### config.mk
export PLATFORM = sky130hd
export DESIGN_NAME = gbr_fifo
export DESIGN_NICKNAME = d
export VERILOG_FILES = /design/src/gbr_pkg.sv /design/src/gbr_fifo.sv
export SDC_FILE = /design/constraint.sdc
export NUM_CORES = 1
export LEC_CHECK = 0
export BUFFER_PORTS_ARGS = -buffer_cell sky130_fd_sc_hd__buf_2
export CORE_ASPECT_RATIO = 1.2
export CORE_MARGIN = 10
export CORE_UTILIZATION = 64
export CTS_BUF_LIST = sky130_fd_sc_hd__clkbuf_2
export DETAILED_ROUTE_END_ITERATION = 6
export GPL_TIMING_DRIVEN = 0
export HOLD_SLACK_MARGIN = 0.12
export PLACE_DENSITY = 0.87
export SKIP_CTS_REPAIR_TIMING = 1
export SLEW_MARGIN = 25
export SYNTH_ARGS = -nofsm -noshare
export SYNTH_HDL_FRONTEND = slang
export SYNTH_SLANG_ARGS = --single-unit
### constraint.sdc
create_clock -name aclk -period 5 [get_ports aclk]
set_input_delay 1 -clock aclk [delete_from_list [all_inputs] [get_ports aclk]]
set_output_delay 1 -clock aclk [all_outputs]
set_load 0.01 [all_outputs]
### src/gbr_pkg.sv
`timescale 1ns / 1ps
// Shared types, constants and the kernel weight map of the 5x5 RGB blur.
// Used by every module of the block but gbr_ram; depends on nothing.
package gbr_pkg;

    localparam int LINE_W     = 1024;
    localparam int ADDR_W     = $clog2(LINE_W);
    localparam int LINES      = 4;
    localparam int KSIZE      = 5;
    localparam int COL_W      = 10;
    localparam int ROW_W      = 12;
    localparam int IMG_W_W    = 11;
    localparam int WGT_W      = 16;
    localparam int WGROUPS    = 6;
    localparam int GSUM_W     = 11;
    localparam int PROD_W     = GSUM_W + WGT_W;
    localparam int ACC_W      = 29;
    localparam int FIFO_DEPTH = 4;
    localparam int FIFO_AW    = $clog2(FIFO_DEPTH);
    localparam int CFG_IDX_W  = 3;
    localparam int CFG_DATA_W = 16;

    typedef enum logic [CFG_IDX_W-1:0] {
        CFG_WIDTH    = 3'd0,
        CFG_HEIGHT   = 3'd1,
        CFG_W_CENTRE = 3'd2,
        CFG_W_D1     = 3'd3,
        CFG_W_D2     = 3'd4,
        CFG_W_D4     = 3'd5,
        CFG_W_D5     = 3'd6,
        CFG_W_D8     = 3'd7
    } cfg_idx_t;

    typedef struct packed {
        logic [IMG_W_W-1:0]            width;
        logic [ROW_W-1:0]              height;
        logic [WGROUPS-1:0][WGT_W-1:0] weight;
    } cfg_t;

    typedef struct packed {
        logic [31:0]      pix;
        logic [COL_W-1:0] x;
        logic [ROW_W-1:0] y;
        logic             emit;
    } pix_item_t;

    // weight group of each window tap, by squared distance from the centre
    function automatic logic [2:0] wsel(input int r, input int c);
        int dr;
        int dc;
        int d;
        dr = (r > 2) ? r - 2 : 2 - r;
        dc = (c > 2) ? c - 2 : 2 - c;
        d  = dr * dr + dc * dc;
        unique case (d)
            0:       wsel = 3'd0;
            1:       wsel = 3'd1;
            2:       wsel = 3'd2;
            4:       wsel = 3'd3;
            5:       wsel = 3'd4;
            default: wsel = 3'd5;
        endcase
    endfunction

endpackage

### src/gbr_fifo.sv
`timescale 1ns / 1ps
// Short queue of tagged pixels between front end and filter back end.
// Depends on gbr_pkg.
module gbr_fifo (
    input  logic               aclk,
    input  logic               aresetn,
    input  logic               push,
    input  gbr_pkg::pix_item_t wr_item,
    output logic               full,
    input  logic               pop,
    output logic               empty,
    output gbr_pkg::pix_item_t rd_item
);

    gbr_pkg::pix_item_t              entry_reg [gbr_pkg::FIFO_DEPTH];
    logic [gbr_pkg::FIFO_AW-1:0]     wr_ptr_reg, rd_ptr_reg;
    logic [gbr_pkg::FIFO_AW:0]       count_reg;
    logic                            do_push, do_pop;

    assign full    = (count_reg == (gbr_pkg::FIFO_AW+1)'(gbr_pkg::FIFO_DEPTH));
    assign empty   = (count_reg == '0);
    assign do_push = push && !full;
    assign do_pop  = pop && !empty;
    assign rd_item = entry_reg[rd_ptr_reg];

    always_ff @(posedge aclk) begin
        if (do_push) begin
            entry_reg[wr_ptr_reg] <= wr_item;
        end
        if (!aresetn) begin
            wr_ptr_reg <= '0;
            rd_ptr_reg <= '0;
            count_reg  <= '0;
        end else begin
            if (do_push) wr_ptr_reg <= wr_ptr_reg + 1'b1;
            if (do_pop)  rd_ptr_reg <= rd_ptr_reg + 1'b1;
            count_reg <= count_reg + (gbr_pkg::FIFO_AW+1)'(do_push)
                                   - (gbr_pkg::FIFO_AW+1)'(do_pop);
        end
    end

    a_count_ptrs: assert property (@(posedge aclk) disable iff (!aresetn)
        full || (count_reg[gbr_pkg::FIFO_AW-1:0] == wr_ptr_reg - rd_ptr_reg))
        else $error("queue count disagrees with pointers");

    a_pop_only: assert property (@(posedge aclk) disable iff (!aresetn)
        do_pop && !do_push |=> count_reg == $past(count_reg) - 1'b1)
        else $error("queue count did not drop on pop");

endmodule

==> summary.txt, run 1 <==
Outcome
  – Status: completed

Logic synthesis
  – Async SR Flop Fraction: 0%
  – Syn avg cell area: 25.1 µm²
  – Leading area contributor after synthesis: edfxtp_1
  – Synth unique cells: 24
  – Cells after synthesis: 338
  – Top-area cell type share of the netlist area: 77.8%
  – Yosys Warn Count: 0
  – Synth top cells by count: 220 x edfxtp_1, 50 x mux4_2, 9 x dfxtp_1
  – Most used standard cell by instance count after synthesis: edfxtp_1
  – Sequential-to-total area share from yosys stat: 79.9%
  – Top_reg_cell synth: edfxtp_1
  – Mapped cell area: 8490 µm²
  – Post-synth EDFFs: 220
  – Top cells by area, synth: edfxtp_1 78%, mux4_2 13%, dfxtp_1 2.1%
  – Yosys reg bits: 229
  – Synthesized net count: 404

Setup path
  – CP Max Fanout: 10
  – Reg2Reg Capture Point: count_reg[2]$_SDFF_PN0_
  – Reg2Reg Setup Slack: 2710 ps
  – Worst reg2reg path depth: 11
  – Critical path required time: 4000 ps
  – Crit start category: flop
  – R2R Path Start: count_reg[2]$_SDFF_PN0_
  – Worst Setup End Kind: output port
  – Critical path type: flop to output port
  – Crit path DAT: 2170 ps

Clock network
  – CTS root buffer: clkbuf_2
  – CTS tree: done
  – Cts bufs inserted: 49
  – Clk slew on worst S/H paths: 100 ps
  – Clk sinks: 229
  – CTS Buffer Depth: 3
  – Worst-skew pair later-pin latency: 720 ps
  – H-tree depth: 2

Timing
  – RSZ-0062 raised after global routing: no
  – # setup viols final: 0
  – Fin. max-slew vios: 0
  – Actual slew at the worst max-slew pin: 439 ps
  – Period utilization: 63.4%
  – Max Clk Rate: 315 MHz
  – Slew headroom: 70.7%
  – Setup_tns: 0 ps
  – Final hold vios: 0
  – Min Tclk post-route: 3170 ps
  – Clk_skew: 47.9 ps

Die
  – Chip height: 146 µm
  – Initial core utilization: 64.7%
  – Die ar.: 18300 µm²
  – Num ports: 116
  – Core area: 13100 µm²
  – Row cnt: 46
  – DIE WIDTH: 125 µm

Worst hold path
  – Hold Path End: entry_reg[2][33]$_DFFE_PP_
  – Origin of the worst min-delay path: wr_item[33]
  – WHS Path Cells: 1
  – Path type of the worst min-delay path: input pin to flop

Power and ir drop
  – Max rail drop VDD: 293 µV
  – Power Density: 463 nW/µm²
  – Overall power: 4.54 mW
  – P_leak: 3.45 nW

Flow run
  – Maxcap violations: 0

Final layout
  – Layout Nets: 573
  – Max FFs per register: 220
  – Layout area overhead: 15.4%
  – Proportion of layout cells with a drive suffix above 1: 49.3%

Placement
  – Placer Congestion: 0.712
  – Port Buffers: 114
  – Post-DP HPWL: 10400 µm

GRT
  – Tot GR Track Use: 17.2%
  – First-pass GRT wire length: 24600 µm
  – Largest net degree at the start of global routing: 36
  – Vias in the first global route: 4495
  – Initial antenna violation count: 3
  – Gr ovfl total: 0

Drt
  – Via/cell ratio: 5.59
  – Wirelength, routed: 15500 µm
  – DRT antenna net count: 0
  – Drt pass-1 iters: 4
  – Starting DRC count in detailed routing: 247
  – DRC viols: 0
  – DR WL/cell: 21.7 µm
  – Via count: 3996
## cells by family (layout without fill, tap and decap cells)
logic type / Yosys count / after routing / share of synthesized area, %
other: 0 / 3 / 0
muxes: 57 / 57 / 15.0
xor gates and xnor gates: 2 / 2 / 0.206
AOI/OAI and AO/OA: 4 / 4 / 0.265
and+or+nand+nor: 19 / 19 / 1.40
buffers and inverters: 20 / 226 / 2.03
DFF: 229 / 229 / 79.9
adders and majority gates: 7 / 7 / 1.12
## worst max path at each step
stage | from | cells after the start | slack (ps) | endpoint
floorplan | push | 3 | 1990 | entry_reg[0][0]$_DFFE_PP_
global placement | push | 4 | 960 | entry_reg[0][14]$_DFFE_PP_
detailed placement | push | 11 | 2130 | count_reg[2]$_SDFF_PN0_
CTS | flop | 4 | 1740 | rd_item[48]
global route | flop | 4 | 1670 | rd_item[48]
finish | flop | 4 | 1830 | rd_item[36]
## cell usage in the layout (no fill, tap or decap)
cell / count
a21boi_0: 1
o21ai_0: 1
nor3_2: 1
nand2_1: 6
ha_1: 6
o21ai_1: 2
dfxtp_1: 9
edfxtp_1: 220
nor3b_2: 1
xnor2_1: 2
mux4_1: 5
clkbuf_1: 1
mux2i_1: 2
clkinv_2: 2
or3_1: 1
diode_2: 3
mux4_2: 50
buf_2: 120
clkbuf_2: 79
fa_1: 1
nor2b_1: 2
nand4bb_1: 1
buf_12: 9
clkinv_1: 7
inv_1: 6
inv_2: 1
buf_6: 1
and2_4: 4
and2_1: 3
## cell type report
type | count | area, µm²
Tap cell | 168 | 210
Clock buffer | 78 | 390
Antenna cell | 3 | 7.51
Sequential cell | 229 | 6790
Clock inverter | 10 | 40.0
Buffer | 14 | 150
Multi-Input combinational cell | 89 | 1540
Fill cell | 801 | 3320
Timing Repair Buffer | 118 | 651
Inverter | 6 | 22.5
## power breakdown
part           switching (mW)  leakage [nW]  internal, mW  total [mW]
Combinational           0.558          1.02         0.553        1.11
Sequential             0.0572          2.09          2.32        2.38
Clock                   0.640         0.347         0.408        1.05
Total                    1.26          3.45          3.28        4.54
## per-layer routing
layer	share of wire, %	track usage [%]
met1	38	19.9
met2	54	29.5
met3	5.3	4.42
met4	2.9	7.67
met5	0	0
## worst max-delay path, cell delays in order, from the launching register on
cell	delay (ps)
dfxtp_1	320
clkbuf_2	260
buf_2	340
mux4_2	370
buf_2	160
## through the flow
stage / worst slack [ps] / util (%) / instance area [µm²] / instances / hold WS (ps)
after global routing: 1670 / 74.7 / 9800 / 714 / 406
after global placement: 958 / 70.7 / 9270 / 620 / 471
after detailed placement: 2130 / 71.3 / 9360 / 624 / 510
final: 1830 / 74.7 / 9800 / 715 / 491
after floorplan: 1990 / - / 8490 / 338 / 461
after CTS: 1740 / 74.6 / 9790 / 712 / 419
Power figures use the tool's default switching activity.
==> run 2: changes to the inputs <==
CORE_UTILIZATION = 59   (was 64)
PLACE_DENSITY = 0.82   (was 0.87)
clock period = 3.1 ns   (was 5 ns; I/O delays follow)
==> run 2 against run 1 <==
Effect of this change: design area grew 5.6%; combinational power increased by 68%; first-iteration DRC count decreased by 26%; total power increased by 63%; non-clock buffer count rose by 55; clock skew down 19 ps; clock power rose by 62%; clock-buffer cell count stayed put.
==> summary.txt, run 2 (synthesis gave the netlist of run 1 again) <==
Setup path
  – Critical Path Max Stage Delay: 360 ps (was 370 ps)
  – Critical-path top delay cell: mux4_2 (unchanged)
  – Crit start category: flop (unchanged)
  – Critical path required time: 2480 ps (was 4000 ps)
  – Crit. path cell count: 4 (unchanged)
  – Worst reg2reg path depth: 11 (unchanged)
  – Top delay family on crit path: buffers and inverters (unchanged)
  – Cell with the most instances on the worst path: buf_2 (unchanged)
  – Crit path DAT: 2100 ps (was 2170 ps)
  – Worst Setup End Kind: output port (unchanged)
  – Buffers & Inverters on Critical Path: 3 (unchanged)
  – Critical path type: flop to output port (unchanged)
  – Crit path cell chain: clkbuf_2 -> buf_2 -> mux4_2 -> buf_2 (unchanged)
  – R2R Path Start: count_reg[2]$_SDFF_PN0_ (unchanged)
  – Critical Path End: rd_item[4] (was rd_item[36])
  – Reg2Reg Capture Point: count_reg[2]$_SDFF_PN0_ (unchanged)
  – Reg2Reg Setup Slack: 760 ps (was 2710 ps)
  – CP Max Fanout: 10 (unchanged)

Drt
  – DRT antenna net count: 0 (unchanged)
  – Via count: 4208 (was 3996)
  – DRC viols: 0 (unchanged)
  – Drt pass-1 iters: 4 (unchanged)
  – Starting DRC count in detailed routing: 182 (was 247)
  – DR WL/cell: 20.6 µm (was 21.7 µm)
  – Wirelength, routed: 15900 µm (was 15500 µm)
  – Via/cell ratio: 5.45 (was 5.59)

GRT
  – Tot GR Track Use: 15.8% (was 17.2%)
  – First-pass GRT wire length: 23600 µm (was 24600 µm)
  – Gr ovfl total: 0 (unchanged)
  – Vias in the first global route: 4485 (was 4495)
  – Largest net degree at the start of global routing: 38 (was 36)
  – Initial antenna violation count: 1 (was 3)

Timing
  – Min Tclk post-route: 2720 ps
  – RSZ-0062 raised after global routing: no (unchanged)
  – Final hold vios: 0 (unchanged)
  – Slew headroom: 74.6% (was 70.7%)
  – Period utilization: 87.9%
  – Post-route setup slack: 376 ps (was 1830 ps)
  – Fin. max-slew vios: 0 (unchanged)
  – # setup viols final: 0 (unchanged)
  – Max Clk Rate: 367 MHz
  – Final Hold Slack: 289 ps (was 491 ps)
  – Clk_skew: 28.6 ps (was 47.9 ps)
  – Actual slew at the worst max-slew pin: 381 ps (was 439 ps)

Die
  – Num ports: 116 (unchanged)
  – Initial core utilization: 60.9% (was 64.7%)
  – Chip height: 151 µm (was 146 µm)
  – Core area: 13900 µm² (was 13100 µm²)
  – Die ar.: 19600 µm² (was 18300 µm²)
  – Row cnt: 47 (was 46)
  – DIE WIDTH: 130 µm (was 125 µm)

Placement
  – Post-DP HPWL: 9890 µm (was 10400 µm)
  – Pre-CTS WS: 580 ps (was 2130 ps)
  – Port Buffers: 114 (unchanged)
  – Placer Congestion: 0.718 (was 0.712)

Clock network
  – Cts bufs inserted: 51 (was 49)
  – Clk sinks: 229 (unchanged)
  – CTS root buffer: clkbuf_2 (unchanged)
  – CTS tree: done (unchanged)
  – CTS Buffer Depth: 3 (unchanged)
  – H-tree depth: 2 (unchanged)
  – Worst-skew pair later-pin latency: 700 ps (was 720 ps)
  – Clk slew on worst S/H paths: 100 ps (about the same)

Outcome
  – Status: completed (unchanged)

Final layout
  – Most common cell after layout, fill and taps aside: edfxtp_1 (unchanged)
  – Post-layout util: 74.3% (was 74.7%)
  – Most frequent cells in the layout: 220 x edfxtp_1, 120 x buf_2, 79 x clkbuf_2 (unchanged)
  – Layout fillers: 809 (was 801)
  – Max FFs per register: 220 (unchanged)
  – Layout area overhead: 21.9% (was 15.4%)
  – Layout Nets: 630 (was 573)
  – Proportion of layout cells with a drive suffix above 1: 44.5% (was 49.3%)

Worst hold path
  – Path type of the worst min-delay path: input pin to flop (unchanged)

Power and ir drop
  – P_leak: 3.68 nW (was 3.45 nW)
  – Overall power: 7.39 mW (was 4.54 mW)
  – Max rail drop VDD: 465 µV (was 293 µV)
  – Power Density: 714 nW/µm² (was 463 nW/µm²)

Flow run
  – Maxcap violations: 0 (unchanged)
run 2: how the worst min path moves through the flow:
stage                                     startpoint  slack [ps]  cells after the start                         end
after floorplan           rd_ptr_reg[0]$_SDFFE_PN0P_         460                      2                        flop
after global placement    rd_ptr_reg[0]$_SDFFE_PN0P_         470                      2  rd_ptr_reg[0]$_SDFFE_PN0P_
after detailed placement  rd_ptr_reg[1]$_SDFFE_PN0P_         500                      2                        flop
after CTS                                wr_item[22]          60                      1  entry_reg[2][22]$_DFFE_PP_
after global routing                             pop         210                      3                        flop
final                                            pop         290                      3                        flop
run 2: area by class of cell:
type	count	area, µm²	area share [%]
flip-flops and latches	229	6790	65.6
clock inverters	11	42.5	0.411
inverters	6	22.5	0.218
plain buffers	14	150	1.45
well taps	171	214	2.07
diodes	1	2.50	0.0242
multi-input cells	89	1540	14.9
repair buffers	173	1200	11.6
clock buffers	78	390	3.77
run 2: metrics by stage:
step,area (µm²),cells,setup TNS (ps)
final,10400,772,0
after detailed placement,9370,627,0
after global routing,10400,772,0
after global placement,9280,623,-124640
after floorplan,8490,338,0
after CTS,9800,716,0
run 2: routing by layer:
metal	share of wire (%)	up-vias	global-route usage, %
met5	0	-	0
met4	2.5	0	6.93
met3	5.9	39	4.34
met2	56	125	28.5
met1	35	2128	17.2
li1	-	1916	-
run 2: worst min-delay path, delay by kind of cell:
family                 cells  cell delay, ps
buffers and inverters      1             110
AND/OR/NAND/NOR            1             120
AO/OA/AOI/OAI              1              70
run 2: power breakdown:
| group | internal (mW) | total [mW] | switching [mW] |
|---|---|---|---|
| clock | 0.659 | 1.70 | 1.04 |
| sequential | 3.74 | 3.83 | 0.0865 |
| combinational | 0.939 | 1.86 | 0.926 |
| total | 5.34 | 7.39 | 2.05 |
