## config.mk

```make
export PLATFORM = sky130hd
export DESIGN_NAME = gbr_front
export DESIGN_NICKNAME = d
export VERILOG_FILES = /design/src/gbr_pkg.sv /design/src/gbr_front.sv
export SDC_FILE = /design/constraint.sdc
export NUM_CORES = 1
export LEC_CHECK = 0
export ABC_AREA = 1
export BUFFER_PORTS_ARGS = -buffer_cell sky130_fd_sc_hd__clkbuf_2
export CAP_MARGIN = 10
export CORE_MARGIN = 2
export CORE_UTILIZATION = 41
export CTS_CLUSTER_SIZE = 30
export DETAILED_ROUTE_END_ITERATION = 10
export PLACE_DENSITY = 0.83
export SYNTH_ARGS = -nofsm -noshare
export SYNTH_HDL_FRONTEND = slang
export SYNTH_SLANG_ARGS = --single-unit
```

## constraint.sdc

```tcl
create_clock -name aclk -period 3.8 [get_ports aclk]
set_input_delay 0.57 -clock aclk [delete_from_list [all_inputs] [get_ports aclk]]
set_output_delay 0.57 -clock aclk [all_outputs]
set_load 0.01 [all_outputs]
```

## src/gbr_pkg.sv

```systemverilog
`timescale 1ns / 1ps
// Shared types, constants and the kernel weight map of the 5x5 RGB blur.
// Used by every module of the block but gbr_ram; depends on nothing.
package gbr_pkg;

    localparam int LINE_W     = 1024;
    localparam int ADDR_W     = $clog2(LINE_W);
    localparam int LINES      = 4;
    localparam int KSIZE      = 5;
    localparam int COL_W      = 10;
    localparam int ROW_W      = 12;
    localparam int IMG_W_W    = 11;
    localparam int WGT_W      = 16;
    localparam int WGROUPS    = 6;
    localparam int GSUM_W     = 11;
    localparam int PROD_W     = GSUM_W + WGT_W;
    localparam int ACC_W      = 29;
    localparam int FIFO_DEPTH = 4;
    localparam int FIFO_AW    = $clog2(FIFO_DEPTH);
    localparam int CFG_IDX_W  = 3;
    localparam int CFG_DATA_W = 16;

    typedef enum logic [CFG_IDX_W-1:0] {
        CFG_WIDTH    = 3'd0,
        CFG_HEIGHT   = 3'd1,
        CFG_W_CENTRE = 3'd2,
        CFG_W_D1     = 3'd3,
        CFG_W_D2     = 3'd4,
        CFG_W_D4     = 3'd5,
        CFG_W_D5     = 3'd6,
        CFG_W_D8     = 3'd7
    } cfg_idx_t;

    typedef struct packed {
        logic [IMG_W_W-1:0]            width;
        logic [ROW_W-1:0]              height;
        logic [WGROUPS-1:0][WGT_W-1:0] weight;
    } cfg_t;

    typedef struct packed {
        logic [31:0]      pix;
        logic [COL_W-1:0] x;
        logic [ROW_W-1:0] y;
        logic             emit;
    } pix_item_t;

    // weight group of each window tap, by squared distance from the centre
    function automatic logic [2:0] wsel(input int r, input int c);
        int dr;
        int dc;
        int d;
        dr = (r > 2) ? r - 2 : 2 - r;
        dc = (c > 2) ? c - 2 : 2 - c;
        d  = dr * dr + dc * dc;
        unique case (d)
            0:       wsel = 3'd0;
            1:       wsel = 3'd1;
            2:       wsel = 3'd2;
            4:       wsel = 3'd3;
            5:       wsel = 3'd4;
            default: wsel = 3'd5;
        endcase
    endfunction

endpackage

```

## src/gbr_front.sv

```systemverilog
`timescale 1ns / 1ps
// Front end: tracks column and row of each accepted pixel and tags those that complete a 5x5 window.
// Depends on gbr_pkg.
module gbr_front (
    input  logic                  aclk,
    input  logic                  aresetn,
    input  gbr_pkg::cfg_t         cfg,
    input  logic                  accept,
    input  logic [31:0]           pix,
    input  logic                  sof,
    output gbr_pkg::pix_item_t    item
);

    logic [gbr_pkg::COL_W-1:0]   col_reg, col_next;
    logic [gbr_pkg::ROW_W-1:0]   row_reg, row_next;
    logic [gbr_pkg::COL_W-1:0]   x;
    logic [gbr_pkg::ROW_W-1:0]   y;
    logic [gbr_pkg::IMG_W_W-1:0] width_eff;

    always_comb begin
        x = sof ? '0 : col_reg;
        y = sof ? '0 : row_reg;
        width_eff = (cfg.width > gbr_pkg::IMG_W_W'(gbr_pkg::LINE_W)) ?
                    gbr_pkg::IMG_W_W'(gbr_pkg::LINE_W) : cfg.width;
        col_next = col_reg;
        row_next = row_reg;
        if (accept) begin
            if ({1'b0, x} + 11'd1 >= width_eff) begin
                col_next = '0;
                row_next = ({1'b0, y} + 13'd1 >= {1'b0, cfg.height}) ?
                           '0 : y + 12'd1;
            end else begin
                col_next = x + 10'd1;
                row_next = y;
            end
        end
        item.pix  = pix;
        item.x    = x;
        item.y    = y;
        item.emit = (x >= 10'd4) && (y >= 12'd4);
    end

    always_ff @(posedge aclk) begin
        if (!aresetn) begin
            col_reg <= '0;
            row_reg <= '0;
        end else begin
            col_reg <= col_next;
            row_reg <= row_next;
        end
    end

endmodule

```

==> metrics.txt, run 1 <==
proportion of total power due to net switching=28.7%; wire length of the first global-routing pass=10700 um; final sum of negative setup slack=0 ps; Fin. Hold Viols=0; distinct cell type count of the synthesized netlist=37; initial cell density of the core=42.4%; hpwl dp=5210 um; Worst-path clk slew=80 ps; highest-count cells in the layout ignoring fill and taps=sky130_fd_sc_hd__nand2_1, sky130_fd_sc_hd__inv_1, sky130_fd_sc_hd__clkbuf_2, sky130_fd_sc_hd__nand3_1, sky130_fd_sc_hd__a21oi_1; largest fanout of any net on the critical path=12; maximum operating frequency=0.312 GHz; unrepaired setup endpoints after global routing=no; Die Width=85.1 um; kind of path behind the tightest hold check=reg -> reg; CTS tree=built; Syn Inst Count=420; DRC violation count after routing=0; antenna violations before repair=0; leak pwr=0.00146 uW; number of sinks driven by the clock tree=22; async set or reset register ratio after synthesis=0%; worst hold slack after final layout=473 ps; share of layout cells above drive strength 1=19.5%; Worst Setup End Kind=flip-flop; maximum number of pins on one net before global-route repair=25; worst-margin pin slew=758 ps; Mapped Area=2700 sq um; final core area utilization=44.4%; maximum clock path buffer count=2; syn_area_per_cell=6.42 sq um; number of diodes=0; stage delay of the slowest cell on the critical path=400 ps; final clock period utilization by the worst path=84.3%; relative contribution of sequential cells to total power=46.2%; Row Count=29; internal power=368 uW; total die area=7240 sq um; height of the chip=85.1 um; slew margin rel.=49.4%; leftover overflow at the end of global routing=0; vias in the first global route=2412; worst endpoint data arrival time=3400 ps; ratio of routed vias to standard cells=5.21; detailed-router iteration count before antenna repair=4; final RePlAce weighted congestion=0.950; number of hold-repair buffers added at the cts stage=0; cts bufs inserted=3; sequential area share after synthesis=16.3%; register bit count reported by yosys=22; net count reported at finish=618; count of flip-flops with a built-in enable after synthesis=0; overall global routing resource usage=17.5%; # setup viols final=0; switching power summed over all nets=148 uW; run status=finished clean; total number of vias=2671; number of resized instances in the post-cts repair step=0; maximum level of the CTS H-tree=1; total number of yosys warnings=0; CP Data Required Time=3990 ps; drt wl/cell=12.7 um; list of cells traversed by the critical path=clkbuf_2 -> buf_4 -> nor2_1 -> ha_1 -> nand3_1 -> nor3_2 -> nand2_1 -> xor2_1 -> ha_1 -> a21oi_1 -> o21a_1 -> nand4_1 -> nor2_2 -> nand2_1 -> a21oi_1; commonest non-fill, non-tap cell in the layout=sky130_fd_sc_hd__nand2_1; primary flip-flop cell chosen by synthesis mapping=sky130_fd_sc_hd__dfxtp_1; minimum period implied by the final worst setup slack=3200 ps; worst-skew pair later-pin latency=260 ps; net count after synthesis=601; class of the most critical setup path=in -> reg; slack of the worst reg-to-reg path=840 ps; startpoint type of the worst setup path=input pin; crit path buf inv count=2; Initial DRC Count=215; setup repair bufs after CTS=0; worst ir drop on vdd=0.0000944 V; critical path's top delay family=simple AND/OR/NAND/NOR gates; final setup margin=597 ps; max-cap violations=0; I/O Pins=210; Largest register FFs=12; clock tree root buffer cell=sky130_fd_sc_hd__clkbuf_8; Pwr Density=183 nW/um^2; pre-CTS setup slack=379 ps; power share of the combinational group=21.2%; Antenna Nets Post-Route=0; Port Buffer Count=49; area growth from synthesis to layout=4.50%; final number of max-transition violations=0; Core Box Area=6350 sq um; Clock Power Share=32.6%; post-route clock skew=2.14 ps; overall routed net length=6520 um; worst-path cell with the longest stage delay=sky130_fd_sc_hd__nor2_2
## through the flow
step	instances	total power, uW	area [sq um]
3_5_place_dp	509	352	2760
2_1_floorplan	420	352	2700
3_3_place_gp	509	348	2760
5_1_grt	513	549	2820
4_1_cts	513	522	2820
6_report	513	516	2820
## power groups by stage
stage | Sequential [uW] | Clock [uW] | Combinational (uW)
2_1_floorplan | 243 | 0 | 109
3_3_place_gp | 244 | 0 | 105
3_5_place_dp | 244 | 0 | 108
4_1_cts | 239 | 175 | 109
5_1_grt | 239 | 186 | 124
6_report | 239 | 168 | 110
## cell type report
type | count | area [sq um]
clock buffer | 4 | 55.1
inverter | 59 | 221
sequential | 22 | 440
timing repair buffer | 58 | 313
multi-input combinational | 293 | 1690
tap | 77 | 96.3
fill | 647 | 3530
## worst min-delay path: cells and delay by family (launching register included)
| kind | cells | cell delay (ps) |
|---|---|---|
| flip-flops | 1 | 320 |
| AND/OR/NAND/NOR | 1 | 60 |
| AO/OA/AOI/OAI | 1 | 50 |
## final timing paths
| kind | startpoint | endpoint | cells after the start |
|---|---|---|---|
| max | sof | col_reg[1] | 15 |
| min | col_reg[9] | col_reg[9] | 2 |
| max reg2reg | col_reg[0] | col_reg[1] | 14 |
| min reg2reg | col_reg[9] | col_reg[9] | 2 |
## cell usage after synthesis, drive strengths merged, types with 3 or more instances
master | instances | area share, %
xor2 | 9 | 3.2
nand2 | 103 | 16
buf | 38 | 11
o21ai | 3 | 0.56
nor3 | 6 | 1.7
nor4 | 6 | 1.6
inv | 59 | 8.2
clkbuf | 6 | 0.84
ha | 26 | 12
a21oi | 34 | 6.5
nand3 | 46 | 9.3
dfxtp | 22 | 16
nor2 | 32 | 5.3
nand4 | 18 | 4.2
## routing by layer
| metal | global-route usage (%) | share of wire [%] | up-vias | routed length [um] |
|---|---|---|---|---|
| met3 | 2.72 | 9.6 | 27 | 624 |
| li1 | - | - | 1368 | - |
| met2 | 27.8 | 42 | 112 | 2750 |
| met5 | 0 | 0 | - | 0 |
| met1 | 23.8 | 46 | 1164 | 2980 |
| met4 | 6.93 | 2.6 | 0 | 172 |
## logic make-up (layout without fill, tap and decap cells)
kind of cell | after synthesis | in the layout | synth area share, %
xor+xnor | 11 | 11 | 3.85
simple gates | 215 | 215 | 38.6
fa+ha+maj | 26 | 26 | 12.1
buf+inv | 105 | 121 | 20.9
compound gates | 41 | 41 | 8.17
flops | 22 | 22 | 16.3
(Power assumes the default switching activity.)
==> run 2: changes to the inputs <==
--- a/config.mk
+++ b/config.mk
@@ -9,10 +9,10 @@
 export BUFFER_PORTS_ARGS = -buffer_cell sky130_fd_sc_hd__clkbuf_2
 export CAP_MARGIN = 10
 export CORE_MARGIN = 2
-export CORE_UTILIZATION = 41
+export CORE_UTILIZATION = 37
 export CTS_CLUSTER_SIZE = 30
 export DETAILED_ROUTE_END_ITERATION = 10
-export PLACE_DENSITY = 0.83
+export PLACE_DENSITY = 0.79
 export SYNTH_ARGS = -nofsm -noshare
 export SYNTH_HDL_FRONTEND = slang
 export SYNTH_SLANG_ARGS = --single-unit
==> constraint.sdc (replaced) <==
create_clock -name aclk -period 2.75 [get_ports aclk]
set_input_delay 0.4125 -clock aclk [delete_from_list [all_inputs] [get_ports aclk]]
set_output_delay 0.4125 -clock aclk [all_outputs]
set_load 0.01 [all_outputs]
==> metrics.txt, run 2 (same netlist as run 1, synthesis figures left out) <==
overall routed net length=7990 um; Port Buffer Count=49; total die area=7980 sq um; number of hold-repair buffers added at the cts stage=0; final setup margin=-125 ps; Worst Setup End Kind=flip-flop; run status=complete, but fails checks; GR Util met2=33.1%; worst-path cell with the longest stage delay=sky130_fd_sc_hd__dfxtp_2; clock tree root buffer cell=sky130_fd_sc_hd__clkbuf_8; startpoint type of the worst setup path=flip-flop; leftover overflow at the end of global routing=0; DRC violation count after routing=0; minimum period implied by the final worst setup slack=2870 ps; Antenna Nets Post-Route=0; stage delay of the slowest cell on the critical path=340 ps; # setup viols final=19; Largest register FFs=12; maximum clock path buffer count=2; ratio of routed vias to standard cells=4.99; final number of max-transition violations=0; critical path's top delay family=simple AND/OR/NAND/NOR gates; final RePlAce weighted congestion=0.904; Fin. Hold Viols=0; area growth from synthesis to layout=33.3%; class of the most critical setup path=reg -> reg; share of layout cells above drive strength 1=37.8%; worst-margin pin slew=940 ps; violations in the final reports=setup timing; commonest non-fill, non-tap cell in the layout=sky130_fd_sc_hd__nand2_1; largest fanout of any net on the critical path=5; Initial DRC Count=195; final core area utilization=50.4%; maximum level of the CTS H-tree=1; unrepaired setup endpoints after global routing=yes; number of non-filler instances in the completed layout=601; net count reported at finish=684; most used routing layer in global routing=met2; CTS tree=built; detailed-router iteration count before antenna repair=4; wire length of the first global-routing pass=12200 um; worst-skew pair later-pin latency=260 ps; leak pwr=0.00182 uW; worst ir drop on vdd=0.000181 V; cts bufs inserted=3; CP Data Required Time=2930 ps; Most common cell on crit path=sky130_fd_sc_hd__nor2_4; Worst-path clk slew=80 ps; worst endpoint data arrival time=3060 ps; routing usage on met1=24.7%; hpwl dp=5850 um; Final Total Pwr=766 uW; number of sinks driven by the clock tree=22; pre-CTS setup slack=-554 ps; drt wl/cell=13.3 um; total number of vias=2998; Global Route met3 Usage=2.12%; antenna violations before repair=0; number of diodes=0; maximum operating frequency=0.348 GHz; Row Count=31; max-cap violations=0; I/O Pins=210; height of the chip=89.3 um; Pwr Density=213 nW/um^2; post-route clock skew=7.32 ps; final clock period utilization by the worst path=105%; Die Width=89.3 um; slew margin rel.=37.3%; overall global routing resource usage=18.9%; maximum number of pins on one net before global-route repair=25; crit path buf inv count=4; list of cells traversed by the critical path=inv_2 -> nor2_4 -> buf_6 -> inv_4 -> nor3_4 -> nand2_2 -> nor2_4 -> xor2_2 -> ha_1 -> nand2_1 -> nor3_2 -> nand3b_1 -> nand4_1 -> buf_4 -> nor2_4 -> nand2_1 -> a21oi_1; # placed instances=585; kind of path behind the tightest hold check=reg -> reg; Core Box Area=7140 sq um; vias in the first global route=2723; highest-count cells in the layout ignoring fill and taps=sky130_fd_sc_hd__nand2_1, sky130_fd_sc_hd__buf_4, sky130_fd_sc_hd__inv_1, sky130_fd_sc_hd__clkbuf_2, sky130_fd_sc_hd__nand3_1; initial cell density of the core=37.8%
==> run 2: report_power, final <==
group / internal (uW) / total [uW] / switching [uW] / leakage [uW]
clock: 128 / 237 / 110 / 0.0000288
combinational: 82.9 / 199 / 116 / 0.00161
sequential: 325 / 330 / 5.66 / 0.000178
total: 535 / 766 / 231 / 0.00182
==> run 2: cell type report <==
class | count | area [sq um]
Multi-Input combinational cell | 296 | 1930
Sequential cell | 22 | 443
Inverter | 59 | 229
Clock buffer | 4 | 55.1
Timing Repair Buffer | 121 | 808
Fill cell | 723 | 3540
Tap cell | 99 | 124
==> run 2: worst paths after layout <==
check                  start          to  slack, ps  depth (start not counted)
setup / recovery  col_reg[1]  col_reg[1]       -120                         17
hold / removal    col_reg[0]  col_reg[0]        470                          2
setup reg to reg  col_reg[1]  col_reg[1]       -120                         17
hold reg to reg   col_reg[0]  col_reg[0]        470                          2
==> run 2: stage by stage <==
| step | area (sq um) | hold slack [ps] | setup TNS, ps |
|---|---|---|---|
| 6_report | 3590 | 468 | -941 |
| 5_1_grt | 3590 | 490 | -4390 |
| 4_1_cts | 3360 | 471 | 0 |
| 3_5_place_dp | 3260 | 459 | -8270 |
| 3_3_place_gp | 3260 | 454 | -7040 |
| 2_1_floorplan | 2770 | 445 | -72.9 |
==> run 2: routing by layer <==
metal / part of all wire, % / routed length (um)
met1: 43 / 3470
met2: 48 / 3820
met3: 7.2 / 573
met4: 1.6 / 127
met5: 0 / 0
==> run 2: timing repair <==
action                     CTS  global route
gates cloned                 1             3
setup buffers                0             8
pin swaps                    2            23
resized for setup            8            40
setup endpoints to repair   12            22
==> run 2: worst register-to-register path: stages, from the launching register on <==
cell	delay [ps]
sky130_fd_sc_hd__dfxtp_2	340
sky130_fd_sc_hd__inv_2	50
sky130_fd_sc_hd__nor2_4	150
sky130_fd_sc_hd__buf_6	120
sky130_fd_sc_hd__inv_4	30
sky130_fd_sc_hd__nor3_4	240
sky130_fd_sc_hd__nand2_2	130
sky130_fd_sc_hd__nor2_4	130
sky130_fd_sc_hd__xor2_2	180
sky130_fd_sc_hd__ha_1	270
sky130_fd_sc_hd__nand2_1	80
sky130_fd_sc_hd__nor3_2	40
sky130_fd_sc_hd__nand3b_1	110
sky130_fd_sc_hd__nand4_1	280
sky130_fd_sc_hd__buf_4	250
sky130_fd_sc_hd__nor2_4	160
sky130_fd_sc_hd__nand2_1	100
sky130_fd_sc_hd__a21oi_1	110
==> run 3: changes to the inputs <==
--- a/config.mk
+++ b/config.mk
@@ -5,14 +5,13 @@
 export SDC_FILE = /design/constraint.sdc
 export NUM_CORES = 1
 export LEC_CHECK = 0
-export ABC_AREA = 1
 export BUFFER_PORTS_ARGS = -buffer_cell sky130_fd_sc_hd__clkbuf_2
 export CAP_MARGIN = 10
 export CORE_MARGIN = 2
-export CORE_UTILIZATION = 37
+export CORE_UTILIZATION = 35
 export CTS_CLUSTER_SIZE = 30
 export DETAILED_ROUTE_END_ITERATION = 10
-export PLACE_DENSITY = 0.79
+export PLACE_DENSITY = 0.78
 export SYNTH_ARGS = -nofsm -noshare
 export SYNTH_HDL_FRONTEND = slang
 export SYNTH_SLANG_ARGS = --single-unit
==> metrics.txt, run 3 <==
overall global routing resource usage=17.1%; highest metal layer with signal wires=met4; slack of the worst reg-to-reg path=-180 ps; syn_area_per_cell=7.85 sq um; stage delay of the slowest cell on the critical path=590 ps; Filler Cells Inserted=569; slew margin rel.=70.9%; maximum clock path buffer count=2; clock tree root buffer cell=sky130_fd_sc_hd__clkbuf_8; violations in the final reports=setup timing; maximum operating frequency=0.342 GHz; CTS tree=built; maximum level of the CTS H-tree=1; critical register-to-register path startpoint=row_reg[1]; list of cells traversed by the critical path=buf_4 -> nand4_1 -> nor3b_2 -> nand3_1 -> mux2_2 -> ha_1 -> o21ai_0 -> nor2_1 -> a211oi_2 -> nor2_2 -> or4_4 -> o31ai_4; total die area=7660 sq um; Fin. Hold Viols=0; run status=complete, but fails checks; Clock Power Share=29.2%; initial cell density of the core=36.1%; cell type with the highest aggregate area in the netlist=sky130_fd_sc_hd__dfxtp_1; total length of routed met3 wires=310 um; detailed-router iteration count before antenna repair=4; total number of yosys warnings=0; unrepaired setup endpoints after global routing=yes; final number of max-transition violations=0; final core area utilization=51.6%; Hold Path Origin=col_reg[6]; Antenna Nets Post-Route=0; final clock period utilization by the worst path=106%; worst hold slack after final layout=493 ps; power share of the combinational group=29.3%; internal power=574 uW; worst-margin pin slew=433 ps; startpoint type of the worst setup path=flip-flop; number of sinks driven by the clock tree=22; # setup viols final=15; distinct cell type count of the synthesized netlist=49; commonest non-fill, non-tap cell in the layout=sky130_fd_sc_hd__buf_4; leak pwr=0.00165 uW; Initial DRC Count=89; final setup margin=-175 ps; vias in the first global route=2368; wire length of the first global-routing pass=10600 um; share of layout cells above drive strength 1=49.6%; Worst Setup End Kind=flip-flop; pre-CTS setup slack=-584 ps; count of flip-flops with a built-in enable after synthesis=0; drt wl/cell=14.6 um; Largest register FFs=12; proportion of total power due to net switching=29.0%; met2 WL=3390 um; highest-count cells in the layout ignoring fill and taps=sky130_fd_sc_hd__buf_4, sky130_fd_sc_hd__clkbuf_2, sky130_fd_sc_hd__nand2_1, sky130_fd_sc_hd__ha_1; number of diodes=0; register bit count reported by yosys=22; I/O Pins=210; worst endpoint data arrival time=3110 ps; class of the most critical setup path=reg -> reg; cell depth of the worst hold path=2; most common cell in the netlist=sky130_fd_sc_hd__buf_4; critical path's top delay family=simple AND/OR/NAND/NOR gates; crit path buf inv count=1; max-cap violations=0; maximum number of pins on one net before global-route repair=21; hpwl dp=5120 um; end of the worst register-to-register path=row_reg[1]; overall routed net length=6960 um; height of the chip=87.5 um; cts bufs inserted=3; total number of vias=2499; Mapped Area=2440 sq um; final sum of negative setup slack=-785 ps; leftover overflow at the end of global routing=0; Port Buffer Count=49; worst ir drop on vdd=0.000372 V; ratio of routed vias to standard cells=5.24; portion of synthesized cell area occupied by the leading cell type=18.0%; Pwr Density=232 nW/um^2; worst-skew pair later-pin latency=260 ps; Core Box Area=6760 sq um; antenna violations before repair=0; minimum period implied by the final worst setup slack=2930 ps; largest fanout of any net on the critical path=7; Hold Path End=col_reg[6]; switching power summed over all nets=235 uW; net count after synthesis=492; CP Data Required Time=2930 ps; Worst Reg-to-Reg Cells=12; primary flip-flop cell chosen by synthesis mapping=sky130_fd_sc_hd__dfxtp_1; relative contribution of sequential cells to total power=41.4%; net count reported at finish=579; footprint of the flip-flops and latches=447 sq um; wire length on met1=3090 um; area growth from synthesis to layout=42.8%; sequential area share after synthesis=18.0%; Worst-path clk slew=80 ps; DRC violation count after routing=0; worst-path cell with the longest stage delay=sky130_fd_sc_hd__or4_4; Row Count=30; list of most frequent post-synthesis cells=sky130_fd_sc_hd__buf_4, sky130_fd_sc_hd__ha_1, sky130_fd_sc_hd__nand2_1; post-route clock skew=5.13 ps; Multi-input gate area=1880 sq um; top post-synthesis cells by area=sky130_fd_sc_hd__dfxtp_1, sky130_fd_sc_hd__ha_1, sky130_fd_sc_hd__buf_4; Die Width=87.5 um; async set or reset register ratio after synthesis=0%; final RePlAce weighted congestion=0.938; kind of path behind the tightest hold check=reg -> reg; Syn Inst Count=311
==> run 3: repair_timing <==
item                                    CTS  global route
pin swaps                                 6            41
setup buffers                             8             9
hold buffers                              0             0
endpoints found under the setup margin   20            22
gates resized for setup                   8            42
cloned                                    0             2
==> run 3: layout make-up <==
| type | instances | area share, % |
|---|---|---|
| clock buffers | 4 | 1.58 |
| multi-input cells | 222 | 53.9 |
| flip-flops and latches | 22 | 12.8 |
| inverters | 19 | 2.12 |
| repair buffers | 130 | 26.7 |
| well taps | 80 | 2.87 |
==> run 3: worst max path at each step <==
stage / startpoint / endpoint / slack, ps / depth (start not counted)
global route: row_reg[1] / row_reg[1] / -340 / 12
global placement: sof / row_reg[0] / -450 / 14
finish: row_reg[1] / row_reg[1] / -180 / 12
detailed placement: sof / row_reg[0] / -580 / 14
floorplan: sof / row_reg[1] / -410 / 15
CTS: row_reg[0] / row_reg[1] / -170 / 12
==> run 3: metal layers <==
layer  up-vias  global-route usage (%)
met3        22                    2.73
met5         -                       0
met1      1184                    22.7
met2        74                    27.4
met4         0                    7.41
li1       1219                       -
==> run 3: power by group through the flow <==
stage / clock network, uW / registers, uW / logic (uW)
floorplan: 0 / 341 / 174
global placement: 0 / 341 / 195
detailed placement: 0 / 341 / 201
CTS: 238 / 334 / 210
global route: 255 / 336 / 260
finish: 236 / 335 / 237
==> run 3: kinds of logic after synthesis <==
family | Yosys count | synth area share (%)
fa+ha+maj | 26 | 13.3
compound gates | 52 | 18.5
simple gates | 127 | 28.0
mux | 1 | 0.461
buf+inv | 67 | 15.9
xor+xnor | 16 | 5.74
flops | 22 | 18.0
==> run 3: tightest hold or removal path, delay by kind of cell (launching register included) <==
family	cells	cell delay, ps
DFF	1	330
AOI/OAI and AO/OA	1	60
and+or+nand+nor	1	70
==> run 3: per-stage QoR <==
step                      cell area [sq um]  cells  total power [uW]
after floorplan                        2580    311               515
after global placement                 3040    454               536
after detailed placement               3040    454               542
after CTS                              3190    466               782
after global routing                   3490    477               851
final                                  3490    477               808
